==> config.mk <==
export PLATFORM = sky130hd
export DESIGN_NAME = peer_registry_least_loaded_router
export DESIGN_NICKNAME = d
export VERILOG_FILES = /design/src/rtl/core/prr_pkg.sv /design/src/rtl/core/prr_ctrl.sv /design/src/rtl/core/prr_dp.sv /design/src/rtl/core/peer_registry_least_loaded_router.sv
export VERILOG_INCLUDE_DIRS = /design/src /design/src/rtl/core
export SDC_FILE = /design/constraint.sdc
export NUM_CORES = 2
export LEC_CHECK = 0
export BUFFER_PORTS_ARGS = -buffer_cell sky130_fd_sc_hd__buf_2
export CORE_MARGIN = 1.5
export CORE_UTILIZATION = 40
export DETAILED_ROUTE_END_ITERATION = 12
export PLACE_DENSITY = 0.53
export REMOVE_ABC_BUFFERS = 1
export SLEW_MARGIN = 20
export SYNTH_ARGS = -nofsm -noshare
export SYNTH_HDL_FRONTEND = slang
export SYNTH_SLANG_ARGS = --single-unit
==> constraint.sdc <==
create_clock -name clk -period 20 [get_ports clk]
set_clock_uncertainty 0.2 [all_clocks]
set_input_delay 2 -clock clk [delete_from_list [all_inputs] [get_ports clk]]
set_output_delay 2 -clock clk [all_outputs]
set_load 0.005 [all_outputs]
==> src/rtl/core/peer_registry_least_loaded_router_macros.svh <==
// assertion macros for the peer router
`ifndef PEER_REGISTRY_LEAST_LOADED_ROUTER_MACROS_SVH
`define PEER_REGISTRY_LEAST_LOADED_ROUTER_MACROS_SVH
// implication checked every clock outside reset
`define PRR_ASSERT_IMP(label, ante, cons) \
  label: assert property (@(posedge clk) disable iff (rst) (ante) |-> (cons)) \
    else $error("assertion failed");
// next-cycle implication checked outside reset
`define PRR_ASSERT_NEXT(label, ante, cons) \
  label: assert property (@(posedge clk) disable iff (rst) (ante) |=> (cons)) \
    else $error("assertion failed");
`endif

==> src/rtl/core/prr_pkg.sv <==
// shared types and constants of the peer router
`default_nettype none
package prr_pkg;
  localparam int PEER_ENTRIES = 8;
  localparam int IDX_W = (PEER_ENTRIES > 1) ? $clog2(PEER_ENTRIES) : 1;
  localparam int CNT_W = $clog2(PEER_ENTRIES + 1);

  localparam logic [1:0] OP_ANNOUNCE  = 2'd0;
  localparam logic [1:0] OP_HEARTBEAT = 2'd1;
  localparam logic [1:0] OP_SPAWN     = 2'd2;
  localparam logic [1:0] OP_TICK      = 2'd3;

  localparam logic [2:0] ST_OK     = 3'd0;
  localparam logic [2:0] ST_FULL   = 3'd1;
  localparam logic [2:0] ST_REMOTE = 3'd2;
  localparam logic [2:0] ST_LOCAL  = 3'd3;
  localparam logic [2:0] ST_NOPEER = 3'd4;

  localparam int FLAG_GPU    = 0;
  localparam int FLAG_STRICT = 1;

  localparam logic CFG_TIMEOUT = 1'b0;
  localparam logic CFG_SWEEP   = 1'b1;

  typedef struct packed {
    logic [1:0]  op;
    logic [63:0] node_name;
    logic [15:0] workers_total;
    logic [15:0] workers_free;
    logic [15:0] gpus_total;
    logic [15:0] gpus_free;
    logic [1:0]  spawn_flags;
  } in_item_t;

  typedef struct packed {
    logic [2:0]  status;
    logic [63:0] chosen_name;
    logic [3:0]  online_peers;
    logic [18:0] sum_workers_total;
    logic [18:0] sum_workers_free;
    logic [18:0] sum_gpus_total;
    logic [18:0] sum_gpus_free;
    logic [31:0] local_spawns;
    logic [31:0] remote_spawns;
    logic [31:0] failed_spawns;
    logic [7:0]  dropped_mask;
  } out_item_t;

  // controller to datapath
  typedef struct packed {
    logic load;     // capture input item
    logic clear;    // clear scan accumulators
    logic step;     // process entry at scan index
    logic commit;   // apply item action
    logic sweep;    // apply sweep to entry at scan index
    logic publish;  // load output register
  } dp_cmd_t;

  // datapath to controller
  typedef struct packed {
    logic last;      // scan index at last entry
    logic is_spawn;
    logic do_sweep;  // tick hit sweep interval
    logic mod_busy;  // tick remainder being rebuilt
  } dp_stat_t;

  function automatic logic [63:0] canon_name(input logic [63:0] n);
    logic [63:0] r;
    logic        live;
    r = '0;
    live = 1'b1;
    for (int b = 0; b < 8; b++) begin
      if (n[b*8 +: 8] == 8'd0) live = 1'b0;
      if (live) r[b*8 +: 8] = n[b*8 +: 8];
    end
    return r;
  endfunction
endpackage
`default_nettype wire

==> src/rtl/core/prr_ctrl.sv <==
// sequencer for the peer router
`default_nettype none
module prr_ctrl import prr_pkg::*; (
  input  wire logic     clk,
  input  wire logic     rst,
  input  wire logic     in_fire,
  input  wire logic     out_busy,
  input  wire dp_stat_t st,
  output logic          in_ready,
  output dp_cmd_t       cmd
);
  localparam logic [2:0] S_IDLE = 3'd0;
  localparam logic [2:0] S_SCAN = 3'd1;
  localparam logic [2:0] S_ACT  = 3'd2;
  localparam logic [2:0] S_SWP  = 3'd3;
  localparam logic [2:0] S_SUM  = 3'd4;
  localparam logic [2:0] S_OUT  = 3'd5;

  logic [2:0] state, state_next;

  always_ff @(posedge clk) begin
    if (rst) state <= S_IDLE;
    else state <= state_next;
  end

  always_comb begin
    state_next = state;
    cmd = '0;
    in_ready = 1'b0;
    unique case (state)
      S_IDLE: begin
        in_ready = !st.mod_busy;
        if (in_fire) begin
          cmd.load = 1'b1;
          cmd.clear = 1'b1;
          state_next = S_SCAN;
        end
      end
      S_SCAN: begin
        cmd.step = 1'b1;
        if (st.last) state_next = S_ACT;
      end
      S_ACT: begin
        cmd.commit = 1'b1;
        cmd.clear = 1'b1;
        if (!st.is_spawn && st.do_sweep) state_next = S_SWP;
        else state_next = S_SUM;
      end
      S_SWP: begin
        cmd.sweep = 1'b1;
        if (st.last) begin
          cmd.clear = 1'b1;
          state_next = S_SUM;
        end
      end
      S_SUM: begin
        cmd.step = 1'b1;
        if (st.last) state_next = S_OUT;
      end
      S_OUT: begin
        if (!out_busy) begin
          cmd.publish = 1'b1;
          state_next = S_IDLE;
        end
      end
      default: state_next = S_IDLE;
    endcase
  end
endmodule
`default_nettype wire

==> src/rtl/core/prr_dp.sv <==
// peer table, scan logic and counters
`default_nettype none
module prr_dp import prr_pkg::*; (
  input  wire logic        clk,
  input  wire logic        rst,
  input  wire in_item_t    in_item,
  input  wire dp_cmd_t     cmd,
  input  wire logic        cfg_we,
  input  wire logic        cfg_idx,
  input  wire logic [7:0]  cfg_data,
  output dp_stat_t         st,
  output out_item_t        res
);
  logic [63:0] peer_name [PEER_ENTRIES];
  logic [PEER_ENTRIES-1:0] peer_online;
  logic [15:0] peer_wt [PEER_ENTRIES];
  logic [15:0] peer_wf [PEER_ENTRIES];
  logic [15:0] peer_gt [PEER_ENTRIES];
  logic [15:0] peer_gf [PEER_ENTRIES];
  logic [31:0] peer_heard [PEER_ENTRIES];
  logic [31:0] tick_count, local_count, remote_count, failed_count;
  logic [7:0]  timeout_ticks, sweep_interval;
  logic [7:0]  tick_mod;  // tick_count mod sweep_interval
  logic [5:0]  mod_cnt;   // remaining bits of the remainder rebuild

  in_item_t    item;
  logic [63:0] name;
  logic [IDX_W-1:0] idx;
  logic        match_ok, free_ok, best_ok;
  logic [IDX_W-1:0] match_idx, free_idx, best_idx;
  logic [15:0] best_key;
  logic [CNT_W-1:0] n_on;
  logic [18:0] s_wt, s_wf, s_gt, s_gf;
  logic [7:0]  dropped;
  logic [2:0]  status;
  logic [63:0] chosen;

  logic        gpu;
  logic [15:0] key;
  logic [31:0] limit;
  logic [7:0]  mod_inc;
  logic        mod_wrap;
  logic [8:0]  mod_sh;

  assign gpu = item.spawn_flags[FLAG_GPU];
  assign key = gpu ? peer_gf[idx] : peer_wf[idx];
  assign limit = peer_heard[idx] + 32'(timeout_ticks);
  assign mod_inc = tick_mod + 8'd1;
  // next tick lands on a multiple of the interval; the 32-bit wrap lands on zero
  assign mod_wrap = (sweep_interval != 8'd0) &&
                    ((mod_inc >= sweep_interval) || (tick_count == '1));
  // restoring remainder step, tick bits taken msb first
  assign mod_sh = {tick_mod, tick_count[5'(mod_cnt - 6'd1)]};

  assign st.last = (idx == IDX_W'(PEER_ENTRIES - 1));
  assign st.is_spawn = (item.op == OP_SPAWN);
  assign st.do_sweep = mod_wrap;
  assign st.mod_busy = (mod_cnt != 6'd0);

  always_ff @(posedge clk) begin
    if (rst) begin
      timeout_ticks <= 8'd30;
      sweep_interval <= 8'd10;
    end else if (cfg_we) begin
      if (cfg_idx == CFG_TIMEOUT) timeout_ticks <= cfg_data;
      else sweep_interval <= cfg_data;
    end
  end

  always_ff @(posedge clk) begin
    if (rst) begin
      peer_online <= '0;
      tick_count <= '0;
      tick_mod <= '0;
      mod_cnt <= '0;
      local_count <= '0;
      remote_count <= '0;
      failed_count <= '0;
      idx <= '0;
      for (int i = 0; i < PEER_ENTRIES; i++) begin
        peer_name[i] <= '0;
        peer_heard[i] <= '0;
      end
    end else begin
      // new interval: rebuild tick_count mod sweep_interval from zero, tick bits msb first
      if (cfg_we && cfg_idx == CFG_SWEEP) begin
        tick_mod <= '0;
        mod_cnt <= 6'd32;
      end else if (mod_cnt != 6'd0) begin
        tick_mod <= (mod_sh >= {1'b0, sweep_interval}) ?
                    8'(mod_sh - {1'b0, sweep_interval}) : mod_sh[7:0];
        mod_cnt <= mod_cnt - 6'd1;
      end
      if (cmd.load) begin
        item <= in_item;
        name <= canon_name(in_item.node_name);
        dropped <= '0;
      end
      if (cmd.clear) begin
        idx <= '0;
        match_ok <= 1'b0;
        free_ok <= 1'b0;
        best_ok <= 1'b0;
        best_key <= '0;
        n_on <= '0;
        s_wt <= '0;
        s_wf <= '0;
        s_gt <= '0;
        s_gf <= '0;
      end
      if (cmd.step) begin
        if (!st.last) idx <= idx + IDX_W'(1);
        if (peer_online[idx]) begin
          if (!match_ok && peer_name[idx] == name) begin
            match_ok <= 1'b1;
            match_idx <= idx;
          end
          if (!(gpu && peer_gf[idx] == 16'd0) && key > best_key) begin
            best_key <= key;
            best_ok <= 1'b1;
            best_idx <= idx;
          end
          n_on <= n_on + CNT_W'(1);
          s_wt <= s_wt + 19'(peer_wt[idx]);
          s_wf <= s_wf + 19'(peer_wf[idx]);
          s_gt <= s_gt + 19'(peer_gt[idx]);
          s_gf <= s_gf + 19'(peer_gf[idx]);
        end else if (!free_ok) begin
          free_ok <= 1'b1;
          free_idx <= idx;
        end
      end
      if (cmd.sweep) begin
        if (!st.last) idx <= idx + IDX_W'(1);
        if (peer_online[idx] && tick_count > limit) begin
          peer_online[idx] <= 1'b0;
          if (32'(idx) < 32'd8) dropped[3'(idx)] <= 1'b1;
        end
      end
      if (cmd.commit) begin
        if (item.op == OP_SPAWN) begin
          if (best_ok) begin
            if (gpu) begin
              if (peer_gf[best_idx] != 16'd0) peer_gf[best_idx] <= peer_gf[best_idx] - 16'd1;
            end else if (peer_wf[best_idx] != 16'd0) begin
              peer_wf[best_idx] <= peer_wf[best_idx] - 16'd1;
            end
            remote_count <= remote_count + 32'd1;
            status <= ST_REMOTE;
            chosen <= peer_name[best_idx];
          end else if (item.spawn_flags[FLAG_STRICT]) begin
            failed_count <= failed_count + 32'd1;
            status <= ST_NOPEER;
            chosen <= '0;
          end else begin
            local_count <= local_count + 32'd1;
            status <= ST_LOCAL;
            chosen <= '0;
          end
        end else begin
          chosen <= '0;
          if (item.op == OP_ANNOUNCE && !(match_ok || free_ok)) status <= ST_FULL;
          else status <= ST_OK;
          if (item.op == OP_ANNOUNCE) begin
            if (match_ok || free_ok) begin
              peer_name[match_ok ? match_idx : free_idx] <= name;
              peer_wt[match_ok ? match_idx : free_idx] <= item.workers_total;
              peer_wf[match_ok ? match_idx : free_idx] <= item.workers_free;
              peer_gt[match_ok ? match_idx : free_idx] <= item.gpus_total;
              peer_gf[match_ok ? match_idx : free_idx] <= item.gpus_free;
              peer_heard[match_ok ? match_idx : free_idx] <= tick_count;
              peer_online[match_ok ? match_idx : free_idx] <= 1'b1;
            end
          end else if (item.op == OP_HEARTBEAT && match_ok) begin
            peer_heard[match_idx] <= tick_count;
          end
          tick_count <= tick_count + 32'd1;
          tick_mod <= mod_wrap ? 8'd0 : mod_inc;
        end
      end
    end
  end

  always_comb begin
    res.status = status;
    res.chosen_name = chosen;
    res.online_peers = 4'(n_on);
    res.sum_workers_total = s_wt;
    res.sum_workers_free = s_wf;
    res.sum_gpus_total = s_gt;
    res.sum_gpus_free = s_gf;
    res.local_spawns = local_count;
    res.remote_spawns = remote_count;
    res.failed_spawns = failed_count;
    res.dropped_mask = dropped;
  end
endmodule
`default_nettype wire

==> src/rtl/core/peer_registry_least_loaded_router.sv <==
// peer registry with least-loaded spawn routing: top level
// each item runs an entry-serial match scan, an action step, a sweep scan on a sweep tick,
//   a summary scan and output; a new item is accepted only once the result has been published
//   to the output register; a sweep_interval write holds off input while the remainder is rebuilt
// reset (rst, synchronous): table offline, names and ticks zero, counters zero,
//   timeout_ticks 30, sweep_interval 10
`default_nettype none
`include "peer_registry_least_loaded_router_macros.svh"
module peer_registry_least_loaded_router import prr_pkg::*; (
  input  wire logic       clk,
  input  wire logic       rst,
  input  wire logic       in_valid,
  output logic            in_stall,
  input  wire in_item_t   in_data,
  output logic            out_valid,
  input  wire logic       out_stall,
  output out_item_t       out_data,
  input  wire logic       cfg_we,
  input  wire logic       cfg_index,
  input  wire logic [7:0] cfg_data
);
  dp_cmd_t   cmd;
  dp_stat_t  st;
  out_item_t res;
  logic      in_ready;
  logic      in_fire;
  logic      out_busy;

  // item accepted from upstream
  assign in_stall = !in_ready;
  assign in_fire  = in_valid && in_ready;
  // output register still holds an item not yet taken
  assign out_busy = out_valid && out_stall;

  prr_ctrl u_ctrl (
    .clk(clk), .rst(rst), .in_fire(in_fire), .out_busy(out_busy),
    .st(st), .in_ready(in_ready), .cmd(cmd)
  );

  prr_dp u_dp (
    .clk(clk), .rst(rst), .in_item(in_data), .cmd(cmd),
    .cfg_we(cfg_we), .cfg_idx(cfg_index), .cfg_data(cfg_data),
    .st(st), .res(res)
  );

  // output register
  always_ff @(posedge clk) begin
    if (rst) begin
      out_valid <= 1'b0;
    end else if (cmd.publish) begin
      out_valid <= 1'b1;
    end else if (out_valid && !out_stall) begin
      out_valid <= 1'b0;
    end
    if (cmd.publish) out_data <= res;
  end

  `PRR_ASSERT_IMP(a_publish_free, cmd.publish, !out_busy)
  `PRR_ASSERT_NEXT(a_accept_busy, in_fire, in_stall)
  `PRR_ASSERT_IMP(a_status_range, out_valid, out_data.status <= ST_NOPEER)
endmodule
`default_nettype wire
==> results.json <==
{
  "h-tree-depth": 4,
  "drive_gt1_share_pct": 18.8,
  "crit_buf_inv": 4,
  "drt_pre_antenna_iters": 6,
  "cpMaxStageDelayCell": "nor2_1",
  "crit_type": "reg2reg",
  "cp_max_fo": 35,
  "clk_pin_slew_ns": 0.06,
  "layout_common_cells": "edfxtp_1, and2_1, nand2_1",
  "yosysWarnings": 0,
  "start_util_pct": 40.3,
  "pwr-share-clk_pct": 36.8,
  "timing.final.crit_share_pct": 44.3,
  "drc": 0,
  "drv_slew": 0,
  "drtIter0Drc": 6036,
  "area_growth_pct": 14.2,
  "hpwl_mm": 172,
  "hold_buffers": 0,
  "fin_setup_tns_ns": 0,
  "final_nets": 7339,
  "numCtsBuffers": 221,
  "netlist_top_cells_area": "edfxtp_1, mux4_2, and2_1",
  "yosys.area.top_type": "edfxtp_1",
  "grtUsageTotal_pct": 24.1,
  "cpPeakStageDelay_ns": 0.65,
  "peakVddDrop_uv": 73.3,
  "cts.sinks": 2022,
  "syn_inst": 6683,
  "die_area_sq_mm": 0.235,
  "netlist_area_sq_mm": 0.0927,
  "p_switching_mw": 3.32,
  "ys_ff_latch": 2022,
  "synth_seq_area_share_pct": 63.6,
  "crit_family": "simple AND/OR/NAND/NOR gates",
  "overflow": 0,
  "final_common_cell": "edfxtp_1",
  "portBuffers": 398,
  "async_reset_ff_share_pct": 0,
  "internal-power_mw": 8.09,
  "hold_viol": 0,
  "cts_setup_buffers": 0,
  "wl_per_cell_um": 28.1,
  "worst_setup_path_end_kind": "flop",
  "finalPower_mw": 11.4,
  "hp-class": "reg2reg",
  "fp.coreArea_sq_mm": 0.230,
  "synthFlopType": "edfxtp_1",
  "switching_share_pct": 29.1,
  "clkLatencyLatePin_ns": 0.90,
  "start_kind": "flop",
  "power_frac_seq_pct": 44.5,
  "rsz0062_at_grt": "false",
  "fin_util_pct": 46.0,
  "share_comb_of_total_power_pct": 18.7,
  "power_per_cell_area_mw_per_mm2": 108,
  "via_per_inst": 5.76,
  "yosys.area.top_type_share_pct": 59.8,
  "rows": 176,
  "root_buffer": "clkbuf_16",
  "cts_buffer_depth": 3,
  "maxSlewHeadroom_pct": 22.1,
  "grt_max_degree": 130,
  "holdWs_ns": 0.218,
  "io-pin-count": 399,
  "yosys.cell_types.count": 84,
  "grt_pass1_vias": 59120,
  "max_cap_viol_count": 0,
  "fp.dieW_um": 484,
  "antenna_found_initial": 17,
  "die_h_um": 484,
  "ff2ff_setup_slack_ns": 11.13,
  "wirelength_mm": 288,
  "cts_tree": "done",
  "outcome": "finished clean",
  "syn-mean-instance-area_sq_um": 13.9,
  "fin_crit_ns": 8.87,
  "leakage_nw": 37.1,
  "place_congestion": 0.830,
  "post_cts_resized": 0,
  "arrival_ns": 9.41,
  "required_ns": 20.55,
  "synth_edf_count": 1846,
  "setup_viol": 0,
  "routed-via-count": 59146,
  "ant_nets": 0,
  "grt_pass1_wl_mm": 416,
  "tightestPinTransition_ns": 1.17,
  "max_freq_mhz": 113
}
## power groups by stage
stage	Combinational [mW]	Clock, mW	Sequential [mW]
after floorplan	1.37	0	5.13
after global placement	2.10	0	5.15
after detailed placement	2.12	0	5.16
after CTS	2.13	4.27	5.07
after global routing	2.32	4.43	5.10
final	2.13	4.20	5.08
## cell usage after synthesis (22+ instances only)
cell      number
edfxtp_1    1846
and2_1       811
nand2_1      415
nor2_1       377
a21oi_1      286
clkbuf_1     281
mux4_2       265
o21ai_0      177
dfxtp_1      176
mux2i_1      175
xor2_1       168
nand3_1      155
a22oi_1      148
ha_1         147
a221oi_1     130
mux2_2       125
xnor2_1      106
inv_1         87
nor3_1        75
buf_2         59
nand4_1       57
buf_1         52
or3_1         50
a21o_1        44
o22ai_1       37
nor2b_1       34
nor4_1        34
and3_1        32
a22o_1        30
a221o_1       29
nand2b_1      22
## worst reg2reg max path: stages (launching register included)
cell      delay (ns)
dfxtp_4         0.50
buf_4           0.41
buf_4           0.39
or2_2           0.58
nor2_4          0.59
buf_4           0.59
a22oi_1         0.14
nand3_1         0.13
ha_1            0.18
inv_1           0.06
fa_1            0.43
nor2b_1         0.12
o21ai_0         0.11
a21boi_0        0.18
o21ai_0         0.15
a21o_1          0.24
a21boi_2        0.36
and2b_1         0.29
nor3b_1         0.27
xor2_1          0.11
ha_1            0.33
nand4_1         0.08
or2_2           0.31
nor4_1          0.54
o21ai_0         0.23
and3_1          0.33
nor2_1          0.65
a22o_1          0.26
## logic make-up (layout without fill, tap and decap cells)
group	Yosys count	count (layout)	share of synthesized area [%]
xor gates and xnor gates	274	274	2.59
AOI/OAI and AO/OA	1041	1041	7.54
buffers and inverters	513	1066	2.35
and+or+nand+nor	2112	2112	11.9
other	0	13	0
muxes	568	568	9.92
DFF	2022	2022	63.6
adders and majority gates	153	153	2.11
## flip-flops by register name, summed over array words and instances, names as in the netlist, 32 cells and up, named ones only
| signal | count |
|---|---|
| u_dp.remote_count | 32 |
| u_dp.tick_count | 32 |
| u_dp.peer_wf | 128 |
| out_data | 251 |
| u_dp.item | 67 |
| u_dp.peer_name | 512 |
| u_dp.name | 64 |
| u_dp.peer_wt | 128 |
| u_dp.peer_heard | 256 |
| u_dp.failed_count | 32 |
| u_dp.chosen | 64 |
| u_dp.local_count | 32 |
| u_dp.peer_gf | 128 |
| u_dp.peer_gt | 128 |
## final cells by class
| type | instances | area, sq um |
|---|---|---|
| fill | 20286 | 124000 |
| multi-input combinational | 4148 | 32100 |
| clock buffer | 275 | 5820 |
| antenna | 13 | 32.5 |
| inverter | 91 | 349 |
| timing repair buffer | 556 | 3240 |
| tap | 3026 | 3790 |
| clock inverter | 144 | 1620 |
| sequential | 2022 | 59000 |
## through the flow
step / setup slack (ns) / instances / area [sq um]
2_1_floorplan: 3.49 / 6261 / 90900
3_3_place_gp: 11.42 / 9841 / 98400
3_5_place_dp: 11.31 / 9841 / 98400
4_1_cts: 11.27 / 10260 / 106000
5_1_grt: 10.65 / 10273 / 106000
6_report: 11.13 / 10275 / 106000
## worst paths after layout
| path | from | end | cells past startpoint |
|---|---|---|---|
| setup / recovery | u_dp.idx[1]$_SDFF_PP0_ | u_dp.dropped[4]$_DFFE_PN_ | 27 |
| hold / removal | u_dp.chosen[17]$_SDFFCE_PN0P_ | out_data[201]$_DFFE_PP_ | 0 |
| setup reg to reg | u_dp.idx[1]$_SDFF_PP0_ | u_dp.dropped[4]$_DFFE_PN_ | 27 |
| hold reg to reg | u_dp.chosen[17]$_SDFFCE_PN0P_ | out_data[201]$_DFFE_PP_ | 0 |
## layer usage
metal | GRT usage [%] | wire [um]
met4 | 7.53 | 8390
met5 | 0 | 7
met2 | 39.5 | 138000
met1 | 33.2 | 124000
met3 | 3.40 | 18200
No activity file was read; power rests on OpenSTA's default activity.
